**src/sv/kettq_pkg.sv**
```systemverilog
package kettq_pkg;

  // input action codes
  localparam logic [2:0] ACT_PRESS   = 3'd0;
  localparam logic [2:0] ACT_RELEASE = 3'd1;
  localparam logic [2:0] ACT_POLL    = 3'd2;
  localparam logic [2:0] ACT_QUERY   = 3'd3;
  localparam logic [2:0] ACT_FLUSH   = 3'd4;

  localparam int unsigned KEY_W      = 16;
  localparam int unsigned INDEX_W    = 7;
  localparam int unsigned POLL_W     = 17;
  localparam logic [POLL_W-1:0] POLL_EMPTY = 17'h1FFFF;

  // nonzero values up to this one set a held bit but are never queued
  localparam logic [KEY_W-1:0] QUEUE_MIN_EXCL = 16'd4;

  // depth of the queue between front and back
  localparam int unsigned QUEUE_DEPTH = 2;

  typedef enum logic [2:0] {
    OP_PRESS,
    OP_RELEASE,
    OP_POLL,
    OP_QUERY,
    OP_FLUSH,
    OP_NONE
  } kettq_op_t;

  typedef struct packed {
    kettq_op_t          op;
    logic [KEY_W-1:0]   value;
    logic [INDEX_W-1:0] key_index;
  } kettq_entry_t;

  typedef enum logic {
    BS_IDLE,
    BS_POLL
  } kettq_bstate_t;

endpackage

```
**src/sv/kettq_front.sv**
```systemverilog
module kettq_front import kettq_pkg::*; (
  input  logic               clk,
  input  logic               rst_n,
  input  logic               cfg_wr_en,
  input  logic               cfg_wr_data,
  input  logic               in_valid,
  output logic               in_ready,
  input  logic [2:0]         in_action,
  input  logic [7:0]         in_key_code,
  input  logic [15:0]        in_char_code,
  input  logic [6:0]         in_key_index,
  output logic               push_valid,
  input  logic               push_ready,
  output kettq_entry_t       push_entry
);

  localparam logic [7:0] KC_BACKSPACE = 8'd8;
  localparam logic [7:0] KC_TAB       = 8'd9;
  localparam logic [7:0] KC_LF        = 8'd10;
  localparam logic [7:0] KC_ENTER     = 8'd13;
  localparam logic [7:0] KC_SHIFT     = 8'd16;
  localparam logic [7:0] KC_CTRL      = 8'd17;
  localparam logic [7:0] KC_ALT       = 8'd18;
  localparam logic [7:0] KC_PGUP      = 8'd33;
  localparam logic [7:0] KC_PGDN      = 8'd34;
  localparam logic [7:0] KC_END       = 8'd35;
  localparam logic [7:0] KC_HOME      = 8'd36;
  localparam logic [7:0] KC_LEFT      = 8'd37;
  localparam logic [7:0] KC_UP        = 8'd38;
  localparam logic [7:0] KC_RIGHT     = 8'd39;
  localparam logic [7:0] KC_DOWN      = 8'd40;
  localparam logic [7:0] KC_DELETE    = 8'd127;
  localparam logic [7:0] KC_F1        = 8'd112;
  localparam logic [7:0] KC_F12       = 8'd123;
  localparam logic [15:0] CHAR_MIN    = 16'd30;
  localparam logic [15:0] FKEY_BASE   = 16'd1008;

  logic             fkey_en_r;
  logic             fkey_en_nxt;
  logic [KEY_W-1:0] tk;

  always_ff @(posedge clk) begin
    if (!rst_n) begin
      fkey_en_r <= 1'b0;
    end else begin
      fkey_en_r <= fkey_en_nxt;
    end
  end

  assign fkey_en_nxt = cfg_wr_en ? cfg_wr_data : fkey_en_r;

  always_comb begin
    tk = (in_char_code < CHAR_MIN) ? '0 : in_char_code;
    case (in_key_code) inside
      KC_LEFT:             tk = 16'd1;
      KC_RIGHT:            tk = 16'd2;
      KC_UP:               tk = 16'd3;
      KC_DOWN:             tk = 16'd4;
      KC_CTRL:             tk = 16'd5;
      KC_SHIFT:            tk = 16'd6;
      KC_ALT:              tk = 16'd7;
      KC_BACKSPACE,
      KC_DELETE:           tk = 16'd8;
      KC_TAB:              tk = 16'd9;
      KC_LF:               tk = 16'd10;
      KC_ENTER:            tk = 16'd13;
      KC_HOME:             tk = 16'd1000;
      KC_END:              tk = 16'd1001;
      KC_PGUP:             tk = 16'd1002;
      KC_PGDN:             tk = 16'd1003;
      [KC_F1:KC_F12]: begin
        if (fkey_en_r) begin
          tk = FKEY_BASE + {8'd0, in_key_code - KC_F1};
        end
      end
      default: ;
    endcase
  end

  always_comb begin
    push_entry.key_index = in_key_index;
    push_entry.value     = '0;
    case (in_action)
      ACT_PRESS: begin
        push_entry.op    = OP_PRESS;
        push_entry.value = tk;
      end
      ACT_RELEASE: begin
        push_entry.op    = OP_RELEASE;
        push_entry.value = tk;
      end
      ACT_POLL:  push_entry.op = OP_POLL;
      ACT_QUERY: push_entry.op = OP_QUERY;
      ACT_FLUSH: push_entry.op = OP_FLUSH;
      default:   push_entry.op = OP_NONE;
    endcase
  end

  assign push_valid = in_valid;
  assign in_ready   = push_ready;

endmodule

```
**src/sv/kettq_queue.sv**
```systemverilog
module kettq_queue import kettq_pkg::*; (
  input  logic         clk,
  input  logic         rst_n,
  input  logic         push_valid,
  output logic         push_ready,
  input  kettq_entry_t push_entry,
  output logic         pop_valid,
  input  logic         pop,
  output kettq_entry_t pop_entry
);

  localparam int unsigned PW = (QUEUE_DEPTH > 1) ? $clog2(QUEUE_DEPTH) : 1;
  localparam int unsigned CW = $clog2(QUEUE_DEPTH + 1);

  kettq_entry_t  slot_r [QUEUE_DEPTH];
  logic [PW-1:0] wr_ptr_r, wr_ptr_nxt;
  logic [PW-1:0] rd_ptr_r, rd_ptr_nxt;
  logic [CW-1:0] count_r, count_nxt;
  logic          do_push;
  logic          do_pop;

  assign push_ready = (count_r != CW'(QUEUE_DEPTH));
  assign pop_valid  = (count_r != '0);
  assign pop_entry  = slot_r[rd_ptr_r];
  assign do_push    = push_valid && push_ready;
  assign do_pop     = pop && pop_valid;

  always_comb begin
    wr_ptr_nxt = wr_ptr_r;
    rd_ptr_nxt = rd_ptr_r;
    if (do_push) begin
      wr_ptr_nxt = (wr_ptr_r == PW'(QUEUE_DEPTH - 1)) ? '0 : wr_ptr_r + 1'b1;
    end
    if (do_pop) begin
      rd_ptr_nxt = (rd_ptr_r == PW'(QUEUE_DEPTH - 1)) ? '0 : rd_ptr_r + 1'b1;
    end
    count_nxt = count_r + CW'(do_push) - CW'(do_pop);
  end

  always_ff @(posedge clk) begin
    if (!rst_n) begin
      wr_ptr_r <= '0;
      rd_ptr_r <= '0;
      count_r  <= '0;
    end else begin
      wr_ptr_r <= wr_ptr_nxt;
      rd_ptr_r <= rd_ptr_nxt;
      count_r  <= count_nxt;
    end
  end

  always_ff @(posedge clk) begin
    if (do_push) begin
      slot_r[wr_ptr_r] <= push_entry;
    end
  end

endmodule

```
**src/sv/kettq_back.sv**
```systemverilog
module kettq_back import kettq_pkg::*; #(
  parameter int RING_DEPTH     = 128,
  parameter int HELD_KEY_COUNT = 128
) (
  input  logic                clk,
  input  logic                rst_n,
  input  logic                q_valid,
  output logic                q_pop,
  input  kettq_entry_t        q_entry,
  output logic                out_valid,
  input  logic                out_ready,
  output logic [KEY_W-1:0]    out_translated_key,
  output logic signed [POLL_W-1:0] out_polled_key,
  output logic                out_held
);

  localparam int unsigned RW = $clog2(RING_DEPTH);
  localparam int unsigned HW = $clog2(HELD_KEY_COUNT);
  localparam int unsigned IW = (HW > INDEX_W) ? HW : INDEX_W;

  kettq_bstate_t state_r, state_nxt;

  logic [HELD_KEY_COUNT-1:0] held_r, held_nxt;
  logic [RW-1:0]     wp_r, wp_nxt;
  logic [RW-1:0]     rp_r, rp_nxt;
  logic [RW-1:0]     wp_inc, rp_inc;

  logic [KEY_W-1:0]  ring_mem [RING_DEPTH];
  logic [KEY_W-1:0]  rd_data_r;
  logic              ring_we;
  logic              ring_re;

  logic              out_valid_r, out_valid_nxt;
  logic [KEY_W-1:0]  tk_r;
  logic [POLL_W-1:0] polled_r;
  logic              held_bit_r;

  logic              out_load;
  logic [KEY_W-1:0]  tk_load;
  logic [POLL_W-1:0] polled_load;
  logic              held_load;
  logic              slot_free;
  logic              tk_in_range;
  logic              idx_in_range;
  logic [IW-1:0]     idx_ext;

  assign slot_free    = !out_valid_r || out_ready;
  assign wp_inc       = (wp_r == RW'(RING_DEPTH - 1)) ? '0 : wp_r + RW'(1);
  assign rp_inc       = (rp_r == RW'(RING_DEPTH - 1)) ? '0 : rp_r + RW'(1);
  assign tk_in_range  = (q_entry.value != '0) &&
                        ({16'd0, q_entry.value} < 32'(HELD_KEY_COUNT));
  assign idx_ext      = IW'(q_entry.key_index);
  assign idx_in_range = ({25'd0, q_entry.key_index} < 32'(HELD_KEY_COUNT));

  always_ff @(posedge clk) begin
    if (!rst_n) begin
      state_r     <= BS_IDLE;
      held_r      <= '0;
      wp_r        <= '0;
      rp_r        <= '0;
      out_valid_r <= 1'b0;
    end else begin
      state_r     <= state_nxt;
      held_r      <= held_nxt;
      wp_r        <= wp_nxt;
      rp_r        <= rp_nxt;
      out_valid_r <= out_valid_nxt;
    end
  end

  always_comb begin
    state_nxt   = state_r;
    held_nxt    = held_r;
    wp_nxt      = wp_r;
    rp_nxt      = rp_r;
    q_pop       = 1'b0;
    ring_we     = 1'b0;
    ring_re     = 1'b0;
    out_load    = 1'b0;
    tk_load     = '0;
    polled_load = POLL_EMPTY;
    held_load   = 1'b0;
    case (state_r)
      BS_IDLE: begin
        if (q_valid && slot_free) begin
          q_pop = 1'b1;
          case (q_entry.op)
            OP_PRESS: begin
              out_load = 1'b1;
              tk_load  = q_entry.value;
              if (tk_in_range) begin
                held_nxt[q_entry.value[HW-1:0]] = 1'b1;
              end
              if (q_entry.value > QUEUE_MIN_EXCL) begin
                ring_we = 1'b1;
                wp_nxt  = wp_inc;
              end
            end
            OP_RELEASE: begin
              out_load = 1'b1;
              tk_load  = q_entry.value;
              if (tk_in_range) begin
                held_nxt[q_entry.value[HW-1:0]] = 1'b0;
              end
            end
            OP_POLL: begin
              if (rp_r != wp_r) begin
                // ring data comes back registered; answer from BS_POLL
                ring_re   = 1'b1;
                rp_nxt    = rp_inc;
                state_nxt = BS_POLL;
              end else begin
                out_load = 1'b1;
              end
            end
            OP_QUERY: begin
              out_load  = 1'b1;
              held_load = idx_in_range && held_r[idx_ext[HW-1:0]];
            end
            OP_FLUSH: begin
              out_load = 1'b1;
              rp_nxt   = wp_r;
            end
            default: out_load = 1'b1;
          endcase
        end
      end
      BS_POLL: begin
        if (slot_free) begin
          out_load    = 1'b1;
          polled_load = {1'b0, rd_data_r};
          state_nxt   = BS_IDLE;
        end
      end
      default: state_nxt = BS_IDLE;
    endcase
    out_valid_nxt = out_load || (out_valid_r && !out_ready);
  end

  always_ff @(posedge clk) begin
    if (ring_we) begin
      ring_mem[wp_r] <= q_entry.value;
    end
  end

  always_ff @(posedge clk) begin
    if (ring_re) begin
      rd_data_r <= ring_mem[rp_r];
    end
  end

  always_ff @(posedge clk) begin
    if (out_load) begin
      tk_r       <= tk_load;
      polled_r   <= polled_load;
      held_bit_r <= held_load;
    end
  end

  assign out_valid          = out_valid_r;
  assign out_translated_key = tk_r;
  assign out_polled_key     = $signed(polled_r);
  assign out_held           = held_bit_r;

`ifndef NO_ASSERTIONS
  a_no_rw_same_cycle: assert property (@(posedge clk) disable iff (!rst_n)
    !(ring_we && ring_re))
    else $error("ring read and write in the same cycle");

  a_push_moves_wp: assert property (@(posedge clk) disable iff (!rst_n)
    ring_we |=> (wp_r != $past(wp_r)))
    else $error("push did not advance write pointer");

  a_poll_enters_wait: assert property (@(posedge clk) disable iff (!rst_n)
    ring_re |=> (state_r == BS_POLL) && (rp_r != $past(rp_r)))
    else $error("poll read not followed by wait state");

  a_poll_result: assert property (@(posedge clk) disable iff (!rst_n)
    (state_r == BS_POLL) && slot_free |=>
      out_valid_r && (tk_r == '0) && !polled_r[POLL_W-1] && !held_bit_r)
    else $error("poll result malformed");

  a_no_pop_in_wait: assert property (@(posedge clk) disable iff (!rst_n)
    (state_r == BS_POLL) |-> !q_pop)
    else $error("item taken while poll pending");
`endif

endmodule

```
**src/sv/key_event_translate_queue_core.sv**
```systemverilog
// Keyboard event translator with held-key bitmap and a key ring. Each item
// (press, release, poll, query, flush) gives exactly one result. The front
// translates and classifies an item in the cycle it is accepted and drops it
// into a two-entry queue; the back executes it and registers the result, so
// out_valid rises only once the item has passed the queue slot and the output
// register. The back finishes one item per cycle while out_ready allows, but a
// poll that finds the ring non-empty waits in BS_POLL for the registered ring
// memory read. Reset clears the held-key bitmap but not the ring contents;
// with no full check, RING_DEPTH unread pushes make the ring look empty.
module key_event_translate_queue_core import kettq_pkg::*; #(
  parameter int RING_DEPTH     = 128,
  parameter int HELD_KEY_COUNT = 128
) (
  input  logic                     clk,
  input  logic                     rst_n,
  input  logic                     cfg_wr_en,
  input  logic                     cfg_wr_data,
  input  logic                     in_valid,
  output logic                     in_ready,
  input  logic [2:0]               in_action,
  input  logic [7:0]               in_key_code,
  input  logic [15:0]              in_char_code,
  input  logic [6:0]               in_key_index,
  output logic                     out_valid,
  input  logic                     out_ready,
  output logic [15:0]              out_translated_key,
  output logic signed [16:0]       out_polled_key,
  output logic                     out_held
);

  logic         push_valid;
  logic         push_ready;
  kettq_entry_t push_entry;
  logic         q_valid;
  logic         q_pop;
  kettq_entry_t q_entry;

  kettq_front u_front (
    .clk          (clk),
    .rst_n        (rst_n),
    .cfg_wr_en    (cfg_wr_en),
    .cfg_wr_data  (cfg_wr_data),
    .in_valid     (in_valid),
    .in_ready     (in_ready),
    .in_action    (in_action),
    .in_key_code  (in_key_code),
    .in_char_code (in_char_code),
    .in_key_index (in_key_index),
    .push_valid   (push_valid),
    .push_ready   (push_ready),
    .push_entry   (push_entry)
  );

  kettq_queue u_queue (
    .clk        (clk),
    .rst_n      (rst_n),
    .push_valid (push_valid),
    .push_ready (push_ready),
    .push_entry (push_entry),
    .pop_valid  (q_valid),
    .pop        (q_pop),
    .pop_entry  (q_entry)
  );

  kettq_back #(
    .RING_DEPTH     (RING_DEPTH),
    .HELD_KEY_COUNT (HELD_KEY_COUNT)
  ) u_back (
    .clk                (clk),
    .rst_n              (rst_n),
    .q_valid            (q_valid),
    .q_pop              (q_pop),
    .q_entry            (q_entry),
    .out_valid          (out_valid),
    .out_ready          (out_ready),
    .out_translated_key (out_translated_key),
    .out_polled_key     (out_polled_key),
    .out_held           (out_held)
  );

endmodule

```
**config.mk**
```make
export PLATFORM = sky130hd
export DESIGN_NAME = key_event_translate_queue_core
export DESIGN_NICKNAME = d
export VERILOG_FILES = /design/src/sv/kettq_pkg.sv /design/src/sv/kettq_front.sv /design/src/sv/kettq_queue.sv /design/src/sv/kettq_back.sv /design/src/sv/key_event_translate_queue_core.sv
export SDC_FILE = /design/constraint.sdc
export NUM_CORES = 2
export LEC_CHECK = 0
export BUFFER_PORTS_ARGS = -buffer_cell sky130_fd_sc_hd__buf_2
export CORE_AREA = 2 2 424 426
export CTS_BUF_LIST = sky130_fd_sc_hd__clkbuf_8
export CTS_CLUSTER_SIZE = 20
export DETAILED_ROUTE_END_ITERATION = 12
export DIE_AREA = 0 0 426 428
export PLACE_DENSITY_LB_ADDON = 0.3
export SETUP_SLACK_MARGIN = 0.5
export SLEW_MARGIN = 20
export SYNTH_ARGS = -nofsm -noshare
export SYNTH_HDL_FRONTEND = slang
export SYNTH_SLANG_ARGS = --single-unit
```
**constraint.sdc**
```tcl
create_clock -name clk -period 11 [get_ports clk]
set_clock_uncertainty 0.1 [all_clocks]
set_input_delay 1.1 -clock clk [delete_from_list [all_inputs] [get_ports clk]]
set_output_delay 1.1 -clock clk [all_outputs]
set_load 0.05 [all_outputs]
```
==> flow_summary_export.csv <==
group,metric,value,unit
drt,drc,0,
yosys,synth_warnings,0,
timing,slew_violations,0,
finish,synthToLayoutAreaGrowth,11.2,%
critical_path,reg2reg_depth,11,
drt,postRouteAntennaNets,0,
clock_network,clk_pin_slew_worst_paths,60,ps
power,cellPowerDensity,206,mW/mm^2
timing,fmax,0.195,GHz
yosys,synthesis.area,0.0902,mm^2
critical_path,cpPeakStageDelay,920,ps
timing,setup_tns,0,ps
power,power_frac_clock,32.0,%
floorplan,die_x,426,um
min_path,hold_start,"in_key_index[6]",
clock_network,numCtsBuffers,368,
critical_path,worstSetupStartpointType,"flip-flop",
grt,grt-ovfl-total,0,
clock_network,cts-root-buf,"clkbuf_8",
clock_network,ctsResizeCount,0,
timing,period_share,46.6,%
yosys,synth_seq_cells,2300,
floorplan,core,0.178,mm^2
critical_path,worst_setup_path_end_kind,"flip-flop",
power,power_frac_seq,51.3,%
critical_path,critPathKind,"reg2reg",
critical_path,crit_required,11550,ps
job,drv_cap,0,
min_path,hold-path-endpoint,"u_queue.slot_r[0][6]",
timing,tightest_slew,1180,ps
timing,relSlewSlack,21.2,%
timing,finalSetupViolCount,0,
floorplan,initial_utilization,50.8,%
finish,final_cell_count_no_fill,7216,
timing,fin_crit,5120,ps
timing,hold_viol,0,
grt,antenna_found_initial,9,
clock_network,post_cts_buffers,0,
finish,final_common_cell,"edfxtp_1",
critical_path,crit_chain,"buf_4, mux2i_2, inv_4, o21ai_1, buf_4, nand2_1, a311o_1, buf_4, nor3_1, nand3_1, nor2_2",
critical_path,r2r_end,"u_back.ring_mem[54][2]",
drt,wl_per_cell,29.9,um
grt,grt_first_pass_wirelength,312000,um
drt,firstDrtPassIters,5,
grt,grt_max_degree,146,
yosys,ys_types,61,
yosys,syn-num-nets,4339,
placed_design,dp_hpwl,124000,um
timing,rsz0062_at_grt,"no",
clock_network,insertion_delay,1050,ps
drt,vias,45200,
power,p_leak,30.4,nW
clock_network,cts_sinks,2300,
floorplan,num_rows,155,
critical_path,ff2ff_setup_slack,5880,ps
yosys,async_flop_share,0,%
critical_path,slowest_stage,"nor2_2",
yosys,synth_edf_count,2150,
yosys,seq_area_frac_synth,74.9,%
power,peakVddDrop,0.196,mV
yosys,synthCells,4291,
finish,nets,4638,
power,p_sw,5.71,mW
placed_design,io_buffer_count,75,
finish,drive_above_1_share,30.9,%
min_path,hp-class,"in2reg",
drt,viasPerCell,6.26,
power,intPower,14.9,mW
critical_path,critPathMaxFanout,70,
grt,grt_pass1_vias,45100,
drt,wl,216000,um
run_status,status,"finished, final reports clean",
yosys,synth-main-ff-cell,"edfxtp_1",
critical_path,worst_ep_arrival_time,5670,ps
yosys,syn_avg_cell_area,21.0,um^2
timing,holdWs,149,ps
placed_design,gp_congestion,0.868,
floorplan,ioPinCount,76,
clock_network,cts_tree,"done",
clock_network,cts_buffer_depth,4,
clock_network,ctsHoldBuffers,0,
grt,track_usage,23.7,%
critical_path,crit_top_cell,"buf_4",
floorplan,die-area,0.182,mm^2
floorplan,die-height,428,um
power,comb_power_share,16.7,%
power,switching_share,27.6,%
drt,dr.first_iter.drc_count,5948,
clock_network,h-tree-depth,5,
placed_design,dp.cells,6574,
min_path,hold_depth,1,
finish,mostFrequentLayoutCells,"2150 x edfxtp_1, 687 x mux4_2, 382 x clkbuf_8, 285 x nor2_1, 146 x inv_1",
==> synth_stat cells (3+ instances only) <==
master    count  area, um^2
xnor2_1      16         140
xor2_1        4        35.0
a211oi_1      6        45.0
or3b_2        4        35.0
or3_1         3        18.8
ha_1          8         100
mux2_2       37         417
and3_1       17         106
a22oi_1       6        45.0
nor3_1       87         435
nor3b_1       3        22.5
o221ai_1      9        78.8
o31ai_1       4        30.0
buf_1        21        78.8
nor4_1       14        87.6
nand2b_1      8        50.1
buf_6         4        45.0
nand3b_1      4        30.0
and2_1        6        37.5
a21oi_1      31         155
dfxtp_1     150        3000
mux4_2      687       15500
buf_4         3        22.5
o22ai_1       7        43.8
nand2_1      56         210
nor2b_1      12        75.1
or2_2        27         169
inv_1        26        97.6
clkbuf_1    176         661
o21ai_0      28         140
a311oi_1    124        1090
edfxtp_1   2150       64600
nor2_1      378        1420
nand3_1      18        90.1
nand4_1      16         100
mux2i_1      45         450
buf_2        65         325
==> cell families (layout without fill, tap and decap cells) <==
group / after synthesis / in the layout / synth area share, %
simple gates: 659 / 659 / 3.26
buf+inv: 297 / 863 / 1.37
flops: 2300 / 2300 / 74.9
xor+xnor: 20 / 20 / 0.194
compound gates: 237 / 237 / 2.00
other cells: 0 / 4 / 0
mux: 770 / 770 / 18.1
fa+ha+maj: 8 / 8 / 0.111
==> power by group through the flow <==
| stage | combinational, mW | clock (mW) | sequential (mW) |
|---|---|---|---|
| after global routing | 3.64 | 7.11 | 10.6 |
| final | 3.45 | 6.60 | 10.6 |
| after CTS | 3.44 | 6.73 | 10.6 |
| after floorplan | 2.05 | 0 | 10.9 |
| after detailed placement | 3.44 | 0 | 10.8 |
| after global placement | 3.36 | 0 | 10.8 |
==> per-stage QoR <==
step,area [um^2],setup slack [ps],power (mW),util (%)
floorplan,90200,6230,12.9,-
global placement,93700,5800,14.1,52.8
detailed placement,93700,5790,14.2,52.8
CTS,100000,5780,20.8,56.4
global route,100000,5540,21.4,56.5
finish,100000,5880,20.7,56.5
==> state kept, by name, indices dropped and copies added, names as in the netlist, named ones only <==
signal and count:
u_back.out_held 1, u_queue.rd_ptr_r 1, u_queue.wr_ptr_r 1, u_back.out_polled_key 17, u_back.out_translated_key 16, u_back.rp_r 7
u_back.ring_mem 2048, u_queue.count_r 2, u_queue.slot_r 52, u_back.state_r 1, u_back.out_valid 1, u_back.wp_r 7
u_back.rd_data_r 16, u_front.fkey_en_r 1
==> worst max-delay path: cells and delay by family (launching register included) <==
kind,cells,cell delay (ps)
AO/OA/AOI/OAI,2,620
flip-flops,1,310
buffers and inverters,4,1380
AND/OR/NAND/NOR,4,1690
multiplexers,1,550
==> final cells by class <==
cell class | instances | area, um^2
fillers | 13100 | 77400
flip-flops and latches | 2300 | 67600
multi-input cells | 1694 | 21700
clock buffers | 382 | 5260
well taps | 2355 | 2950
repair buffers | 198 | 1410
clock inverters | 255 | 1220
inverters | 28 | 125
diodes | 4 | 10.0
==> how the worst max path moves through the flow <==
stage                        endpoint  slack, ps
2_1_floorplan  u_back.ring_mem[96][0]       6230
3_3_place_gp      u_back.rd_data_r[4]       5800
3_5_place_dp      u_back.rd_data_r[9]       5790
4_1_cts           u_back.rd_data_r[9]       5780
5_1_grt        u_back.ring_mem[54][2]       5540
6_report       u_back.ring_mem[54][2]       5880
==> routing by layer <==
layer,wire [um],share of wire (%),up-vias,global-route usage (%)
met2,104000,48,2346,36.9
met3,19600,9.1,331,4.93
li1,-,-,18600,-
met5,0,0,-,0
met4,6120,2.8,0,7.74
met1,86000,40,23900,33.9
(Power assumes the default switching activity.)
